===== src/afs_pkg.sv =====
// Shared types and constants for the arming and failsafe supervisor.
`default_nettype none

package afs_pkg;

    // Event codes carried in the input mode field
    typedef enum logic [2:0] {
        EV_TICK    = 3'd0,
        EV_PACKET  = 3'd1,
        EV_IMU     = 3'd2,
        EV_BARO    = 3'd3,
        EV_BATTERY = 3'd4
    } t_event;

    // Flight modes
    typedef enum logic [1:0] {
        MODE_DISARMED = 2'd0,
        MODE_ARMED    = 2'd1,
        MODE_FAILSAFE = 2'd2
    } t_flight_mode;

    // Packet keys
    typedef enum logic [1:0] {
        KEY_DISARM   = 2'd0,
        KEY_ARM      = 2'd1,
        KEY_FAILSAFE = 2'd2,
        KEY_UNKNOWN  = 2'd3
    } t_packet_key;

    // Register indexes on the configuration port
    typedef enum logic [1:0] {
        REG_RADIO_TIMEOUT = 2'd0,
        REG_IMU_TIMEOUT   = 2'd1,
        REG_BARO_TIMEOUT  = 2'd2,
        REG_ACK_INTERVAL  = 2'd3
    } t_reg_index;

    // Failsafe cause bit positions
    localparam int unsigned CAUSE_RADIO_BIT  = 0;
    localparam int unsigned CAUSE_IMU_BIT    = 1;
    localparam int unsigned CAUSE_BARO_BIT   = 2;
    localparam int unsigned CAUSE_REMOTE_BIT = 3;

    // Field and register widths
    localparam int unsigned TIMER_W  = 16;
    localparam int unsigned PHASE_W  = 8;
    localparam int unsigned CAUSE_W  = 4;
    localparam int unsigned PADDR_W  = 4;
    localparam int unsigned PDATA_W  = 32;

    // Register reset values
    localparam logic [TIMER_W-1:0] RADIO_TIMEOUT_RST = 16'd100;
    localparam logic [TIMER_W-1:0] IMU_TIMEOUT_RST   = 16'd50;
    localparam logic [TIMER_W-1:0] BARO_TIMEOUT_RST  = 16'd1000;
    localparam logic [PHASE_W-1:0] ACK_INTERVAL_RST  = 8'd10;

    // One input item
    typedef struct packed {
        logic [2:0] mode;
        logic [1:0] packet_key;
        logic       packet_size_ok;
    } t_in_item;

    // One result item
    typedef struct packed {
        logic [1:0]         flight_mode;
        logic [CAUSE_W-1:0] failsafe_causes;
        logic [1:0]         ack_key;
        logic               ack_with_payload;
    } t_out_item;

endpackage

`default_nettype wire


===== src/arming_failsafe_supervisor_top.sv =====
// Arming and failsafe supervisor: event-driven mode, cause and timeout tracking.
`default_nettype none

// Each accepted event (ms tick, radio packet, IMU ready, baro ready, battery
// empty) yields exactly one result with the flight mode after the event, the
// latched failsafe causes and, for packets, the acknowledgement key and
// payload flag. An item is held in the input register and is then
// evaluated against the supervisor state into the result register, so one
// event can be taken every cycle while the result side keeps up. Failsafe
// latches until reset. Timeout and acknowledgement registers sit on the APB
// port at byte addresses 0x0, 0x4, 0x8 and 0xC and should be written only
// while no event is in flight.
module arming_failsafe_supervisor_top
    import afs_pkg::*;
(
    input  wire logic               i_clk,
    input  wire logic               i_rst_n,
    // event input channel
    input  wire logic               i_in_valid,
    output logic                    o_in_ready,
    input  wire t_in_item           i_in_data,
    // result output channel
    output logic                    o_out_valid,
    input  wire logic               i_out_ready,
    output t_out_item               o_out_data,
    // configuration port
    input  wire logic               psel,
    input  wire logic               penable,
    input  wire logic               pwrite,
    input  wire logic [PADDR_W-1:0] paddr,
    input  wire logic [PDATA_W-1:0] pwdata,
    output logic [PDATA_W-1:0]      prdata,
    output logic                    pready
);

    // Configuration registers
    logic [TIMER_W-1:0] r_radio_timeout;
    logic [TIMER_W-1:0] r_imu_timeout;
    logic [TIMER_W-1:0] r_baro_timeout;
    logic [PHASE_W-1:0] r_ack_interval;

    // Supervisor state
    t_flight_mode       r_mode,        n_mode;
    logic [CAUSE_W-1:0] r_causes,      n_causes;
    logic               r_disarm_seen, n_disarm_seen;
    logic               r_pkt_seen,    n_pkt_seen;
    logic [PHASE_W-1:0] r_phase,       n_phase;
    logic [TIMER_W-1:0] r_radio_el,    n_radio_el;
    logic [TIMER_W-1:0] r_imu_el,      n_imu_el;
    logic [TIMER_W-1:0] r_baro_el,     n_baro_el;

    // Pipeline registers
    logic      r_in_valid;
    t_in_item  r_in;
    logic      r_out_valid;
    t_out_item r_out, n_out;

    logic                 cfg_wr;
    logic                 advance;
    logic [PHASE_W:0]     phase_inc;
    logic [1:0]           reg_idx;

    function automatic logic [TIMER_W-1:0] sat_inc(input logic [TIMER_W-1:0] v);
        sat_inc = (&v) ? v : v + 1'b1;
    endfunction

    // APB access
    assign pready  = 1'b1;
    assign cfg_wr  = psel && penable && pwrite;
    assign reg_idx = paddr[PADDR_W-1:2];

    always_comb begin
        prdata = '0;
        case (reg_idx)
            REG_RADIO_TIMEOUT: prdata = {{(PDATA_W-TIMER_W){1'b0}}, r_radio_timeout};
            REG_IMU_TIMEOUT:   prdata = {{(PDATA_W-TIMER_W){1'b0}}, r_imu_timeout};
            REG_BARO_TIMEOUT:  prdata = {{(PDATA_W-TIMER_W){1'b0}}, r_baro_timeout};
            REG_ACK_INTERVAL:  prdata = {{(PDATA_W-PHASE_W){1'b0}}, r_ack_interval};
            default:           prdata = '0;
        endcase
    end

    always_ff @(posedge i_clk) begin
        if (!i_rst_n) begin
            r_radio_timeout <= RADIO_TIMEOUT_RST;
            r_imu_timeout   <= IMU_TIMEOUT_RST;
            r_baro_timeout  <= BARO_TIMEOUT_RST;
            r_ack_interval  <= ACK_INTERVAL_RST;
        end else if (cfg_wr) begin
            case (reg_idx)
                REG_RADIO_TIMEOUT: r_radio_timeout <= pwdata[TIMER_W-1:0];
                REG_IMU_TIMEOUT:   r_imu_timeout   <= pwdata[TIMER_W-1:0];
                REG_BARO_TIMEOUT:  r_baro_timeout  <= pwdata[TIMER_W-1:0];
                REG_ACK_INTERVAL:  r_ack_interval  <= pwdata[PHASE_W-1:0];
                default: ;
            endcase
        end
    end

    // Flow control: stage advances when the result register is free or draining
    assign advance     = r_in_valid && (!r_out_valid || i_out_ready);
    assign o_in_ready  = !r_in_valid || advance;
    assign o_out_valid = r_out_valid;
    assign o_out_data  = r_out;

    // Event evaluation
    assign phase_inc = {1'b0, r_phase} + 1'b1;

    always_comb begin
        n_mode        = r_mode;
        n_causes      = r_causes;
        n_disarm_seen = r_disarm_seen;
        n_pkt_seen    = r_pkt_seen;
        n_phase       = r_phase;
        n_radio_el    = r_radio_el;
        n_imu_el      = r_imu_el;
        n_baro_el     = r_baro_el;
        n_out         = '0;

        if (r_mode == MODE_FAILSAFE) begin
            // latched: state holds, and a packet only gets the ack key set to the mode
            if (r_in.mode == EV_PACKET) begin
                n_out.ack_key = MODE_FAILSAFE;
            end
        end else begin
            case (r_in.mode)
                EV_TICK: begin
                    n_radio_el = sat_inc(r_radio_el);
                    n_imu_el   = sat_inc(r_imu_el);
                    n_baro_el  = sat_inc(r_baro_el);
                end
                EV_PACKET: begin
                    n_out.ack_key = r_mode;
                    n_radio_el    = '0;
                    n_pkt_seen    = 1'b1;
                    if (phase_inc >= {1'b0, r_ack_interval}) begin
                        n_phase                = '0;
                        n_out.ack_with_payload = 1'b1;
                    end else begin
                        n_phase = phase_inc[PHASE_W-1:0];
                    end
                    if (r_in.packet_size_ok) begin
                        case (r_in.packet_key)
                            KEY_DISARM: begin
                                n_disarm_seen = 1'b1;
                                n_mode        = MODE_DISARMED;
                            end
                            KEY_ARM: begin
                                if (r_disarm_seen) begin
                                    n_mode = MODE_ARMED;
                                end
                            end
                            KEY_FAILSAFE: begin
                                n_mode                     = MODE_FAILSAFE;
                                n_causes[CAUSE_REMOTE_BIT] = 1'b1;
                            end
                            default: ;
                        endcase
                    end
                end
                EV_IMU:     n_imu_el  = '0;
                EV_BARO:    n_baro_el = '0;
                EV_BATTERY: n_mode    = MODE_FAILSAFE;
                default: ;
            endcase

            // timeout checks on the updated counters
            if (n_pkt_seen && (n_radio_el > r_radio_timeout)) begin
                n_mode                    = MODE_FAILSAFE;
                n_causes[CAUSE_RADIO_BIT] = 1'b1;
            end
            if (n_imu_el > r_imu_timeout) begin
                n_mode                  = MODE_FAILSAFE;
                n_causes[CAUSE_IMU_BIT] = 1'b1;
            end
            if (n_baro_el > r_baro_timeout) begin
                n_mode                   = MODE_FAILSAFE;
                n_causes[CAUSE_BARO_BIT] = 1'b1;
            end
        end

        n_out.flight_mode     = n_mode;
        n_out.failsafe_causes = n_causes;
    end

    // Input register
    always_ff @(posedge i_clk) begin
        if (!i_rst_n) begin
            r_in_valid <= 1'b0;
        end else if (o_in_ready) begin
            r_in_valid <= i_in_valid;
        end
    end

    always_ff @(posedge i_clk) begin
        if (i_in_valid && o_in_ready) begin
            r_in <= i_in_data;
        end
    end

    // State and result register
    always_ff @(posedge i_clk) begin
        if (!i_rst_n) begin
            r_out_valid   <= 1'b0;
            r_mode        <= MODE_DISARMED;
            r_causes      <= '0;
            r_disarm_seen <= 1'b0;
            r_pkt_seen    <= 1'b0;
            r_phase       <= '0;
            r_radio_el    <= '0;
            r_imu_el      <= '0;
            r_baro_el     <= '0;
        end else begin
            if (advance) begin
                r_out_valid   <= 1'b1;
                r_mode        <= n_mode;
                r_causes      <= n_causes;
                r_disarm_seen <= n_disarm_seen;
                r_pkt_seen    <= n_pkt_seen;
                r_phase       <= n_phase;
                r_radio_el    <= n_radio_el;
                r_imu_el      <= n_imu_el;
                r_baro_el     <= n_baro_el;
            end else if (i_out_ready) begin
                r_out_valid <= 1'b0;
            end
        end
    end

    always_ff @(posedge i_clk) begin
        if (advance) begin
            r_out <= n_out;
        end
    end

endmodule

`default_nettype wire

===== config.mk =====
export PLATFORM = sky130hd
export DESIGN_NAME = arming_failsafe_supervisor_top
export DESIGN_NICKNAME = d
export VERILOG_FILES = /design/src/afs_pkg.sv /design/src/arming_failsafe_supervisor_top.sv
export SDC_FILE = /design/constraint.sdc
export NUM_CORES = 1
export LEC_CHECK = 0
export ABC_AREA = 0
export BUFFER_PORTS_ARGS = -buffer_cell sky130_fd_sc_hd__buf_4
export CELL_PAD_IN_SITES_DETAIL_PLACEMENT = 0
export CELL_PAD_IN_SITES_GLOBAL_PLACEMENT = 2
export CORE_MARGIN = 5
export CORE_UTILIZATION = 39
export CTS_BUF_LIST = sky130_fd_sc_hd__clkbuf_8
export DETAILED_ROUTE_END_ITERATION = 16
export MAX_ROUTING_LAYER = met4
export PLACE_DENSITY = 0.87
export SYNTH_ARGS = -nofsm -noshare
export SYNTH_HDL_FRONTEND = slang
export SYNTH_SLANG_ARGS = --single-unit

===== constraint.sdc =====
create_clock -name i_clk -period 6.5 [get_ports i_clk]
set_input_delay 0.65 -clock i_clk [delete_from_list [all_inputs] [get_ports i_clk]]
set_output_delay 0.65 -clock i_clk [all_outputs]
set_load 0.02 [all_outputs]

==> results of run 1 <==
through the flow:
stage | total power (W) | instances | hold WS [ns] | setup slack, ns
2_1_floorplan | 0.00100 | 1094 | 0.429 | 2.85
3_3_place_gp | 0.00107 | 1370 | 0.440 | 1.78
3_5_place_dp | 0.00107 | 1370 | 0.447 | 1.76
4_1_cts | 0.00194 | 1402 | 0.355 | 1.75
5_1_grt | 0.00199 | 1402 | 0.346 | 1.38
6_report | 0.00192 | 1402 | 0.382 | 1.68
where the power goes:
part / internal [W] / switching [W]
clock: 0.000499 / 0.000375
sequential: 0.000865 / 0.0000132
combinational: 0.0000523 / 0.000116
total: 0.00142 / 0.000505
routing by layer:
layer,GRT usage,vias to the layer above,part of all wire
met2,0.303,223,0.44
met4,0.0473,0,0.012
met3,0.0412,20,0.055
met1,0.294,3748,0.49
li1,-,3901,-
met5,-,-,0
layout by cell type, fill, tap and decap left out, types with 22 or more instances in the layout:
cell,count
sky130_fd_sc_hd__o21ai_0,38
sky130_fd_sc_hd__dfxtp_1,122
sky130_fd_sc_hd__a21oi_1,103
sky130_fd_sc_hd__xor2_1,22
sky130_fd_sc_hd__or3_1,30
sky130_fd_sc_hd__nor2_1,75
sky130_fd_sc_hd__nand3_1,47
sky130_fd_sc_hd__nand2_1,168
sky130_fd_sc_hd__a31oi_1,24
sky130_fd_sc_hd__ha_1,60
sky130_fd_sc_hd__buf_4,65
sky130_fd_sc_hd__inv_1,66
state kept, by name (all words and copies together) (netlist names):
register / cells
r_in_valid: 1
r_disarm_seen: 1
r_baro_timeout: 16
o_out_data: 9
r_mode: 2
r_in: 6
r_baro_el: 16
r_ack_interval: 8
r_radio_timeout: 16
r_imu_el: 16
r_radio_el: 16
r_pkt_seen: 1
r_phase: 8
r_causes: 4
r_imu_timeout: 16
o_out_valid: 1
logic make-up (layout without fill, tap and decap cells):
kind of cell,after synthesis,count (layout),share of synthesized area
buffers and inverters,134,162,0.0693
multiplexers,25,25,0.0404
AND/OR/NAND/NOR,428,428,0.244
adder cells (fa/ha/maj),60,60,0.0866
flip-flops,137,137,0.334
other,2,17,0.000867
XOR/XNOR,31,31,0.0313
AO/OA/AOI/OAI,262,262,0.194
path summary, 6_finish.rpt:
kind,slack (ns),to,cells past startpoint,start
setup / recovery,1.68,o_out_data[8],12,r_in[3]
hold reg to reg,0.46,r_causes[1],2,r_causes[1]
hold / removal,0.38,r_in[4],1,i_in_data[4]
setup reg to reg,1.68,o_out_data[8],12,r_in[3]
area by class of cell:
cell class	instances	area [um2]
flip-flops and latches	137	2890
repair buffers	65	488
fillers	2240	12100
clock inverters	15	249
inverters	65	244
multi-input cells	823	5240
well taps	280	350
clock buffers	17	234
==> out/qor.csv, run 1 <==
stage,metric,value,unit
global_routing,GRT Total Usage,0.207,
timing,share of the clock period used by the worst path,0.742,
timing,Final Hold Violating Endpoints,0,
timing,count of pins over their slew limit,0,
worst_setup_path,Critical Path Fanout Max,14,
timing,relative slew slack,0.289,
worst_setup_path,largest delay contributor family on the critical path,simple AND/OR/NAND/NOR gates,
power_and_ir_drop,Peak VDD IR,115,uV
finish,diode count,0,
finish,count of nets after finishing,1218,
timing,Clock Skew,0.0252,ns
clock_network,number of buffers created by CTS,17,
place,RD Place Congestion,0.859,
die,FP Rows,54,
die,vertical die dimension,159,um
die,width of the die,159,um
worst_setup_path,chain of cells forming the critical path,nor2_1 -> and3_1 -> and3_1 -> nor2b_1 -> a31oi_1 -> o21a_1 -> ha_1 -> nand4_2 -> or4_4 -> nor2_1 -> o211ai_1 -> or3b_1,
synthesis,count of synthesis-stage warnings from yosys,0,
drt,number of nets with antenna violations after routing,0,
worst_setup_path,kind of end point of the critical path,register,
global_routing,global-route congestion overflow total,0,
global_routing,initial antenna violation count,0,
timing,final-layout setup total negative slack,0,ns
status,status,completed,
drt,detailed-route vias per instance,5.63,
power_and_ir_drop,power density relative to cell area,198,nW/um2
worst_setup_path,maximum cell stage delay along the critical path,0.71,ns
clock_network,count of H-tree levels built during CTS,4,
clock_network,count of instances resized after the clock tree is built,0,
global_routing,global-route wire length before repair,41.1,mm
die,full die area,25300,um2
timing,final critical-path required period,4.82,ns
place,detailed-placement wirelength estimate,18.7,mm
worst_setup_path,Slowest cell on crit path,sky130_fd_sc_hd__nor2_1,
place,number of input and output port buffers inserted,57,
drt,routed wire length,26.1,mm
synthesis,Mean Syn Cell Area,8.03,um2
synthesis,most frequent cells after synthesis,"sky130_fd_sc_hd__nand2_1, sky130_fd_sc_hd__dfxtp_1, sky130_fd_sc_hd__a21oi_1",
die,initial core utilization,0.397,
die,# IOs,93,
timing,transition time of the tightest slew-check pin,1.06,ns
clock_network,total of hold buffers inserted after clock tree synthesis,0,
synthesis,number of flops mapped to enable cells by yosys,15,
worst_setup_path,kind of critical path,reg -> reg,
finish,Finished Cell Area,9700,um2
synthesis,sequential share of the synthesized area,0.334,
timing,peak clock frequency supported by timing,207,MHz
flow_run,max_cap viols,0,
global_routing,maximum number of pins on one net before global-route repair,59,
clock_network,clock transition at the register clock pins on the worst setup and hold paths after CTS,0.09,ns
synthesis,post-synthesis cell type with the largest combined area,sky130_fd_sc_hd__dfxtp_1,
worst_setup_path,Worst EP arrival,5.03,ns
die,Core Region,21800,um2
drt,total iterations of the first detailed-routing run,5,
worst_setup_path,startpoint kind of the worst setup timing path,register,
synthesis,Syn Std Cell Area,8670,um2
synthesis,most used flip-flop cell after synthesis,sky130_fd_sc_hd__dfxtp_1,
synthesis,count of cell types in the netlist,77,
worst_setup_path,total buffers and inverters traversed by the critical path,0,
finish,Layout Area Growth over Synthesis,11.9,%
synthesis,most repeated cell in the gate-level netlist after synthesis,sky130_fd_sc_hd__nand2_1,
worst_setup_path,"Data required, critical path",6.70,ns
place,placed cell area,9220,um2
clock_network,clock insertion delay at the later pin of the skew report,0.46,ns
clock_network,TritonCTS clock tree,yes,
hold_path,class of the worst hold path,in -> reg,
synthesis,total of flip-flops plus latches after synthesis,137,
clock_network,CTS Buffer Depth,2,
synthesis,fraction of post-synthesis cell area in the top cell type by area,0.282,
global_routing,via count of the first global-routing pass,7352,
synthesis,count of mapped cells out of synthesis,1079,
drt,via count,7892,
clock_network,cell at the root of the clock tree,sky130_fd_sc_hd__clkbuf_8,
drt,violation count after the first detailed-routing iteration,596,
synthesis,synth top area cells,"sky130_fd_sc_hd__dfxtp_1, sky130_fd_sc_hd__ha_1, sky130_fd_sc_hd__nand2_1, sky130_fd_sc_hd__a21oi_1, sky130_fd_sc_hd__edfxtp_1",
drt,detailed-route DRC error count,0,
finish,share of the core filled with cells,0.444,
clock_network,number of clock sinks seen by CTS,137,
clock_network,buffer count from post-CTS setup fixing,0,
power_and_ir_drop,leakage component of the power,3.61,nW
finish,ratio of cells with drive above 1 in the final layout,0.122,
timing,setup-violating endpoint count in the final report,0,
synthesis,share of synthesized registers carrying an async set or reset,0,
drt,routed length per instance,18.7,um
timing,setup repair after global routing missed its margin,no,
(Power assumes the default switching activity.)
==> run 2, diff against run 1 <==
ABC_AREA = 1   (was 0)
CORE_UTILIZATION = 34   (was 39)
PLACE_DENSITY = 0.82   (was 0.87)
clock period = 4.9 ns   (was 6.5 ns; I/O delays follow)
==> run 2 against run 1 <==
Combinational power rose to 3.0 times the previous value. Largest power group unchanged. Area after synthesis up 2.1%. Hold slack worse by 0.19 ns.
==> out/qor.csv, run 2 <==
stage,metric,value,unit,change
status,status,completed,,unchanged
place,instance count after placement with tap cells included,1641,,was 1370
clock_network,total of hold buffers inserted after clock tree synthesis,0,,unchanged
worst_setup_path,maximum cell stage delay along the critical path,0.64,ns,was 0.71 ns
synthesis,share of synthesized registers carrying an async set or reset,0,,unchanged
drt,violation count after the first detailed-routing iteration,478,,was 596
flow_run,max_cap viols,0,,unchanged
synthesis,synth top area cells,"sky130_fd_sc_hd__dfxtp_1, sky130_fd_sc_hd__nand2_1, sky130_fd_sc_hd__inv_1, sky130_fd_sc_hd__ha_1, sky130_fd_sc_hd__a21oi_1",,"was sky130_fd_sc_hd__dfxtp_1, sky130_fd_sc_hd__ha_1, sky130_fd_sc_hd__nand2_1, sky130_fd_sc_hd__a21oi_1, sky130_fd_sc_hd__edfxtp_1"
drt,via count,8129,,was 7892
finish,"commonest cells after routing, fill and taps aside","sky130_fd_sc_hd__nand2_1, sky130_fd_sc_hd__inv_1, sky130_fd_sc_hd__a21oi_1, sky130_fd_sc_hd__o21ai_0, sky130_fd_sc_hd__dfxtp_1",,"was sky130_fd_sc_hd__nand2_1, sky130_fd_sc_hd__dfxtp_1, sky130_fd_sc_hd__a21oi_1, sky130_fd_sc_hd__nor2_1, sky130_fd_sc_hd__inv_1"
finish,share of the core filled with cells,0.383,,was 0.444
die,Core Region,25800,um2,was 21800 um2
drt,detailed-route vias per instance,4.86,,was 5.63
synthesis,count of mapped cells out of synthesis,1285,,was 1079
global_routing,maximum number of pins on one net before global-route repair,85,,was 59
clock_network,TritonCTS clock tree,yes,,unchanged
timing,Clock Skew,0.0217,ns,was 0.0252 ns
synthesis,count of cell types in the netlist,41,,was 77
drt,routed wire length,26.6,mm,was 26.1 mm
die,full die area,29300,um2,was 25300 um2
timing,final-layout setup total negative slack,0,ns,unchanged
global_routing,global-route wire length before repair,41.5,mm,was 41.1 mm
worst_setup_path,total buffers and inverters traversed by the critical path,2,,was 0
power_and_ir_drop,power density relative to cell area,273,nW/um2,was 198 nW/um2
synthesis,Syn Std Cell Area,8840,um2,was 8670 um2
worst_setup_path,Worst EP arrival,4.05,ns,was 5.03 ns
timing,transition time of the tightest slew-check pin,1.03,ns,was 1.06 ns
timing,Hold Worst Slack,0.188,ns,was 0.382 ns
synthesis,combinational family with the most area after synthesis,simple AND/OR/NAND/NOR gates,,unchanged
power_and_ir_drop,overall power of the completed layout,0.00270,W,was 0.00192 W
synthesis,post-synthesis cell type with the largest combined area,sky130_fd_sc_hd__dfxtp_1,,unchanged
worst_setup_path,startpoint kind of the worst setup timing path,register,,unchanged
timing,peak clock frequency supported by timing,262,MHz,was 207 MHz
synthesis,compound-gate portion of the synthesized area,0.206,,was 0.194
synthesis,Synth Area in Simple Gates,0.214,,was 0.244
synthesis,most used flip-flop cell after synthesis,sky130_fd_sc_hd__dfxtp_1,,unchanged
timing,setup-violating endpoint count in the final report,0,,unchanged
worst_setup_path,"Data required, critical path",5.13,ns,was 6.70 ns
global_routing,GRT Total Usage,0.187,,was 0.207
die,vertical die dimension,171,um,was 159 um
timing,count of pins over their slew limit,0,,unchanged
finish,diode count,0,,unchanged
clock_network,cell at the root of the clock tree,sky130_fd_sc_hd__clkbuf_8,,unchanged
synthesis,most frequent cells after synthesis,"sky130_fd_sc_hd__nand2_1, sky130_fd_sc_hd__inv_1, sky130_fd_sc_hd__a21oi_1",,"was sky130_fd_sc_hd__nand2_1, sky130_fd_sc_hd__dfxtp_1, sky130_fd_sc_hd__a21oi_1"
synthesis,multiplexer share of the synthesized area,0.00226,,was 0.0404
die,FP Rows,59,,was 54
timing,share of the clock period used by the worst path,0.779,,was 0.742
global_routing,global-route congestion overflow total,0,,unchanged
clock_network,clock insertion delay at the later pin of the skew report,0.47,ns,was 0.46 ns
timing,setup repair after global routing missed its margin,no,,unchanged
worst_setup_path,largest delay contributor family on the critical path,simple AND/OR/NAND/NOR gates,,unchanged
clock_network,number of clock sinks seen by CTS,137,,unchanged
finish,Layout Area Growth over Synthesis,11.9,%,about the same
drt,total iterations of the first detailed-routing run,5,,unchanged
worst_setup_path,Slowest cell on crit path,sky130_fd_sc_hd__nor3_2,,was sky130_fd_sc_hd__nor2_1
drt,detailed-route DRC error count,0,,unchanged
global_routing,via count of the first global-routing pass,7507,,was 7352
synthesis,count of synthesis-stage warnings from yosys,0,,unchanged
synthesis,fraction of post-synthesis cell area in the top cell type by area,0.276,,was 0.282
synthesis,xor/xnor cell area share of the yosys netlist,0.0376,,was 0.0313
die,initial core utilization,0.342,,was 0.397
place,RD Place Congestion,0.853,,was 0.859
finish,count of nets after finishing,1434,,was 1218
timing,final critical-path required period,3.82,ns,was 4.82 ns
synthesis,total of flip-flops plus latches after synthesis,137,,unchanged
finish,ratio of cells with drive above 1 in the final layout,0.104,,was 0.122
synthesis,sequential share of the synthesized area,0.327,,was 0.334
worst_setup_path,kind of end point of the critical path,register,,unchanged
power_and_ir_drop,Peak VDD IR,138,uV,was 115 uV
timing,Final Hold Violating Endpoints,0,,unchanged
clock_network,count of instances resized after the clock tree is built,0,,unchanged
clock_network,buffer count from post-CTS setup fixing,0,,unchanged
synthesis,Mean Syn Cell Area,6.88,um2,was 8.03 um2
synthesis,synthesized-area fraction occupied by adder cells,0.0849,,was 0.0866
global_routing,initial antenna violation count,0,,unchanged
place,detailed-placement wirelength estimate,20.1,mm,was 18.7 mm
clock_network,clock transition at the register clock pins on the worst setup and hold paths after CTS,0.11,ns,was 0.09 ns
die,# IOs,93,,unchanged
synthesis,number of flops mapped to enable cells by yosys,15,,unchanged
finish,Final Instance Count excl. Fillers,1673,,was 1402
clock_network,count of H-tree levels built during CTS,4,,unchanged
clock_network,CTS Buffer Depth,2,,unchanged
clock_network,number of buffers created by CTS,17,,unchanged
drt,routed length per instance,15.9,um,was 18.7 um
worst_setup_path,kind of critical path,reg -> reg,,unchanged
worst_setup_path,chain of cells forming the critical path,nor3_2 -> inv_2 -> nand2_2 -> o21ai_4 -> o21ai_0 -> inv_1 -> ha_1 -> nand4_1 -> nor2_1 -> nand3_1 -> nand2_1 -> nand2_1 -> nor2_1 -> nand2_1,,was nor2_1 -> and3_1 -> and3_1 -> nor2b_1 -> a31oi_1 -> o21a_1 -> ha_1 -> nand4_2 -> or4_4 -> nor2_1 -> o211ai_1 -> or3b_1
hold_path,class of the worst hold path,in -> reg,,unchanged
synthesis,most repeated cell in the gate-level netlist after synthesis,sky130_fd_sc_hd__nand2_1,,unchanged
worst_setup_path,CP dominant cell by count,sky130_fd_sc_hd__nand2_1,,
power_and_ir_drop,leakage component of the power,4.59,nW,was 3.61 nW
finish,"leading cell type in the layout, fill and taps excluded",sky130_fd_sc_hd__nand2_1,,unchanged
drt,number of nets with antenna violations after routing,0,,unchanged
place,number of input and output port buffers inserted,57,,unchanged
worst_setup_path,Critical Path Fanout Max,17,,was 14
timing,relative slew slack,0.309,,was 0.289
die,width of the die,171,um,was 159 um
[run 2: changes by cell type after synthesis, moves of 9 or more]
cell                      delta
sky130_fd_sc_hd__mux2i_1    -15
sky130_fd_sc_hd__o21ai_1    +17
sky130_fd_sc_hd__nand3_1     +9
sky130_fd_sc_hd__inv_1     +143
sky130_fd_sc_hd__inv_2      +12
sky130_fd_sc_hd__o21ai_0   +102
sky130_fd_sc_hd__and3_1     -11
sky130_fd_sc_hd__xor2_1     +14
sky130_fd_sc_hd__a21oi_1    +40
sky130_fd_sc_hd__a31oi_1    -22
sky130_fd_sc_hd__or3_1      -30
sky130_fd_sc_hd__nand2_1    +62
sky130_fd_sc_hd__a32o_1     -11
[run 2: kinds of logic after synthesis]
kind of cell / count (synthesis)
and+or+nand+nor: 427
AOI/OAI and AO/OA: 340
buffers and inverters: 279
DFF: 137
adders and majority gates: 60
xor gates and xnor gates: 38
other: 2
muxes: 2
[run 2: power by group]
group	leakage, nW	internal (W)	total, W	switching [W]
Sequential	1.14	0.00119	0.00124	0.0000525
Combinational	3.26	0.000176	0.000515	0.000339
Clock	0.197	0.000383	0.000946	0.000564
[run 2: worst reg2reg max path: stages, from the launching register on]
cell and delay, ns:
sky130_fd_sc_hd__edfxtp_1 0.56, sky130_fd_sc_hd__nor3_2 0.64, sky130_fd_sc_hd__inv_2 0.16, sky130_fd_sc_hd__nand2_2 0.31, sky130_fd_sc_hd__o21ai_4 0.17, sky130_fd_sc_hd__o21ai_0 0.32, sky130_fd_sc_hd__inv_1 0.09, sky130_fd_sc_hd__ha_1 0.30
sky130_fd_sc_hd__nand4_1 0.14, sky130_fd_sc_hd__nor2_1 0.26, sky130_fd_sc_hd__nand3_1 0.15, sky130_fd_sc_hd__nand2_1 0.17, sky130_fd_sc_hd__nand2_1 0.09, sky130_fd_sc_hd__nor2_1 0.15, sky130_fd_sc_hd__nand2_1 0.07
[run 2: final timing paths]
kind                              startpoint             to  slack [ns]  cells after the start
worst max-delay path                 r_in[3]  o_out_data[8]        1.08                     14
worst min register to register   r_causes[2]    r_causes[2]        0.46                      2
worst min-delay path            i_in_data[1]        r_in[1]        0.19                      1
worst max register to register       r_in[3]  o_out_data[8]        1.08                     14
[run 2: layer usage]
metal | share of wire | routed length (um) | track usage | vias up
li1 | - | - | - | 4272
met1 | 0.50 | 13300 | 0.257 | 3729
met2 | 0.46 | 12300 | 0.298 | 115
met3 | 0.031 | 824 | 0.0264 | 13
met4 | 0.0073 | 195 | 0.0348 | 0
met5 | 0 | 0 | - | -
[run 2: area by class of cell]
class                      count  area [um2]
clock buffer                  17         234
clock inverter                15         154
fill                        2818       15900
inverter                     221         832
multi-input combinational    884        4890
sequential                   137        2890
tap                          335         419
timing repair buffer          64         480
[run 2: through the flow]
stage,setup slack (ns),cell area (um2)
after floorplan,2.22,8900
after global placement,1.09,9510
after detailed placement,1.03,9510
after CTS,1.03,9900
after global routing,0.798,9900
final,1.08,9900
==> run 3, diff against run 2 <==
ABC_AREA = 0   (was 1)
CORE_UTILIZATION = 33   (was 34)
PLACE_DENSITY = 0.79   (was 0.82)
clock period = 3.35 ns   (was 4.9 ns; I/O delays follow)
==> run 3 against run 2 <==
The run now ends with setup timing left. Final cell count fell by 1.6%. Global-route usage rose by 2.0 points. Cell area rose by 17%. First-iteration DRC count rose by 24%. Hold slack got worse by 0.14 ns. Non-clock buffer count rose by 192. Flip-flop and latch count did not move. Register-to-register slack got worse by 1.4 ns. Via count rose by 5.4%. Power rose by 36%. Clock skew fell by 0.0061 ns. Largest cell class unchanged. Largest power group unchanged.
==> out/qor.csv, run 3 (synthesis gave the netlist of run 1 again) <==
stage,metric,value,unit,change
worst_setup_path,end of the worst register-to-register path,o_out_data[8],,unchanged
timing,relative slew slack,0.313,,was 0.309
worst_setup_path,chain of cells forming the critical path,buf_6 -> nor2_4 -> buf_4 -> nand2_1 -> o31ai_1 -> ha_1 -> a21oi_1 -> o21ai_2 -> a221oi_4 -> o221ai_2 -> a221o_1 -> or3b_1,,was nor3_2 -> inv_2 -> nand2_2 -> o21ai_4 -> o21ai_0 -> inv_1 -> ha_1 -> nand4_1 -> nor2_1 -> nand3_1 -> nand2_1 -> nand2_1 -> nor2_1 -> nand2_1
worst_setup_path,startpoint kind of the worst setup timing path,register,,unchanged
global_routing,GRT Total Usage,0.207,,was 0.187
drt,detailed-route vias per instance,5.20,,was 4.86
clock_network,clock transition at the register clock pins on the worst setup and hold paths after CTS,0.09,ns,was 0.11 ns
drt,number of nets with antenna violations after routing,0,,unchanged
timing,transition time of the tightest slew-check pin,1.03,ns,about the same
hold_path,HP Start,i_in_data[0],,was i_in_data[1]
clock_network,clock insertion delay at the later pin of the skew report,0.47,ns,about the same
die,width of the die,172,um,was 171 um
worst_setup_path,kind of end point of the critical path,register,,unchanged
drt,routed length per instance,18.0,um,was 15.9 um
worst_setup_path,Worst EP arrival,3.84,ns,was 4.05 ns
place,detailed-placement wirelength estimate,21.9,mm,was 20.1 mm
worst_setup_path,Critical Path Fanout Max,6,,was 17
power_and_ir_drop,Peak VDD IR,182,uV,was 138 uV
finish,count of nets after finishing,1409,,was 1434
power_and_ir_drop,leakage component of the power,4.62,nW,was 4.59 nW
timing,Worst Slack Setup Final,-0.269,ns,was 1.08 ns
status,status,"complete, but fails checks",,was completed
place,DP Worst Slack,-0.325,ns,was 1.03 ns
clock_network,count of H-tree levels built during CTS,4,,unchanged
drt,via count,8570,,was 8129
die,initial core utilization,0.333,,was 0.342
clock_network,number of clock sinks seen by CTS,137,,unchanged
die,Core Region,26000,um2,was 25800 um2
worst_setup_path,worst r2r src,r_in[4],,was r_in[3]
finish,ratio of cells with drive above 1 in the final layout,0.292,,was 0.104
place,number of input and output port buffers inserted,57,,unchanged
clock_network,CTS Buffer Depth,2,,unchanged
timing,final critical-path required period,3.62,ns,was 3.82 ns
worst_setup_path,cells on worst reg2reg path,12,,was 14
global_routing,initial antenna violation count,0,,unchanged
global_routing,via count of the first global-routing pass,8119,,was 7507
die,FP Rows,59,,unchanged
drt,violation count after the first detailed-routing iteration,593,,was 478
die,vertical die dimension,172,um,was 171 um
power_and_ir_drop,overall power of the completed layout,0.00368,W,was 0.00270 W
finish,Final Instance Count excl. Fillers,1647,,was 1673
drt,detailed-route DRC error count,0,,unchanged
hold_path,Worst Hold Depth,1,,unchanged
global_routing,maximum number of pins on one net before global-route repair,47,,was 85
timing,Clock Skew,0.0155,ns,was 0.0217 ns
timing,Hold Worst Slack,0.0519,ns,was 0.188 ns
timing,setup-violating endpoint count in the final report,7,,was 0
worst_setup_path,kind of critical path,reg -> reg,,unchanged
place,RD Place Congestion,0.887,,was 0.853
global_routing,global-route congestion overflow total,0,,unchanged
clock_network,TritonCTS clock tree,yes,,unchanged
hold_path,class of the worst hold path,in -> reg,,unchanged
timing,count of pins over their slew limit,0,,unchanged
clock_network,cell at the root of the clock tree,sky130_fd_sc_hd__clkbuf_8,,unchanged
worst_setup_path,flop2flop setup slack,-0.27,ns,was 1.08 ns
global_routing,global-route wire length before repair,46.1,mm,was 41.5 mm
power_and_ir_drop,power density relative to cell area,316,nW/um2,was 273 nW/um2
flow_run,max_cap viols,0,,unchanged
drt,routed wire length,29.6,mm,was 26.6 mm
clock_network,number of buffers created by CTS,17,,unchanged
place,placed cell area,10600,um2,was 9510 um2
timing,share of the clock period used by the worst path,1.08,,was 0.779
hold_path,destination of the worst hold path,r_in[0],,was r_in[1]
finish,"commonest cells after routing, fill and taps aside","sky130_fd_sc_hd__buf_4, sky130_fd_sc_hd__nand2_1, sky130_fd_sc_hd__dfxtp_1, sky130_fd_sc_hd__a21oi_1, sky130_fd_sc_hd__nor2_1",,"was sky130_fd_sc_hd__nand2_1, sky130_fd_sc_hd__inv_1, sky130_fd_sc_hd__a21oi_1, sky130_fd_sc_hd__o21ai_0, sky130_fd_sc_hd__dfxtp_1"
worst_setup_path,"Data required, critical path",3.57,ns,was 5.13 ns
worst_setup_path,Critical path origin,r_in[4],,was r_in[3]
die,full die area,29600,um2,was 29300 um2
place,instance count after placement with tap cells included,1595,,was 1641
finish,"leading cell type in the layout, fill and taps excluded",sky130_fd_sc_hd__buf_4,,was sky130_fd_sc_hd__nand2_1
finish,# fillers,2630,,was 2818
finish,diode count,0,,unchanged
die,# IOs,93,,unchanged
worst_setup_path,Slowest cell on crit path,sky130_fd_sc_hd__edfxtp_1,,was sky130_fd_sc_hd__nor3_2
timing,peak clock frequency supported by timing,276,MHz,was 262 MHz
timing,Final Hold Violating Endpoints,0,,unchanged
drt,total iterations of the first detailed-routing run,5,,unchanged
timing,setup repair after global routing missed its margin,yes,,was no
finish,Finished Cell Area,11600,um2,was 9900 um2
worst_setup_path,maximum cell stage delay along the critical path,0.55,ns,was 0.64 ns
status,failing checks,setup timing,,
finish,Layout Area Growth over Synthesis,34.2,%,was 11.9%
run 3: final cells by class:
type | count | area [um2] | area share
clock buffers | 20 | 275 | 0.0237
clock inverters | 11 | 158 | 0.0136
inverters | 65 | 244 | 0.0210
multi-input cells | 823 | 5650 | 0.486
flip-flops and latches | 137 | 2890 | 0.249
well taps | 335 | 419 | 0.0360
repair buffers | 256 | 1990 | 0.171
run 3: routing by layer:
metal  GRT usage  up-vias  part of all wire
met5           -        -                 0
met4      0.0400        0             0.010
met3      0.0336       17             0.038
met2       0.311      164              0.45
met1       0.297     4098              0.50
li1            -     4291                 -
run 3: power by group:
part           total, W  switching, W  internal (W)  leakage [nW]
Clock           0.00157      0.000757      0.000808         0.222
Sequential      0.00170     0.0000173       0.00168          1.13
Combinational  0.000416      0.000263      0.000153          3.27
Total           0.00368       0.00104       0.00264          4.62
run 3: metrics by stage:
step / setup TNS (ns) / utilization
2_1_floorplan: -0.133 / -
3_3_place_gp: -1.78 / 0.408
3_5_place_dp: -1.59 / 0.408
4_1_cts: -1.22 / 0.437
5_1_grt: -2.73 / 0.447
6_report: -1.28 / 0.447
run 3: critical path: cells and delay by family, from the launching register on:
| kind | cells | cell delay (ns) |
|---|---|---|
| compound gates | 6 | 1.45 |
| fa+ha+maj | 1 | 0.32 |
| buf+inv | 2 | 0.37 |
| flops | 1 | 0.55 |
| simple gates | 3 | 0.69 |
run 3: repair_timing:
| item | CTS | global route |
|---|---|---|
| buffers inserted | 10 | 10 |
| hold buffers | 0 | 2 |
| endpoints found under the setup margin | 8 | 9 |
| pin swaps | 25 | 13 |
| endpoints found under the hold margin | 0 | 2 |
| resized for setup | 47 | 38 |
run 3: worst max-delay path by stage:
| stage | endpoint | depth (start not counted) | slack (ns) |
|---|---|---|---|
| 2_1_floorplan | o_out_data[8] | 12 | -0.11 |
| 3_3_place_gp | o_out_data[8] | 14 | -0.33 |
| 3_5_place_dp | o_out_data[8] | 15 | -0.32 |
| 4_1_cts | o_out_data[8] | 14 | -0.27 |
| 5_1_grt | o_out_data[8] | 16 | -0.45 |
| 6_report | o_out_data[8] | 12 | -0.27 |
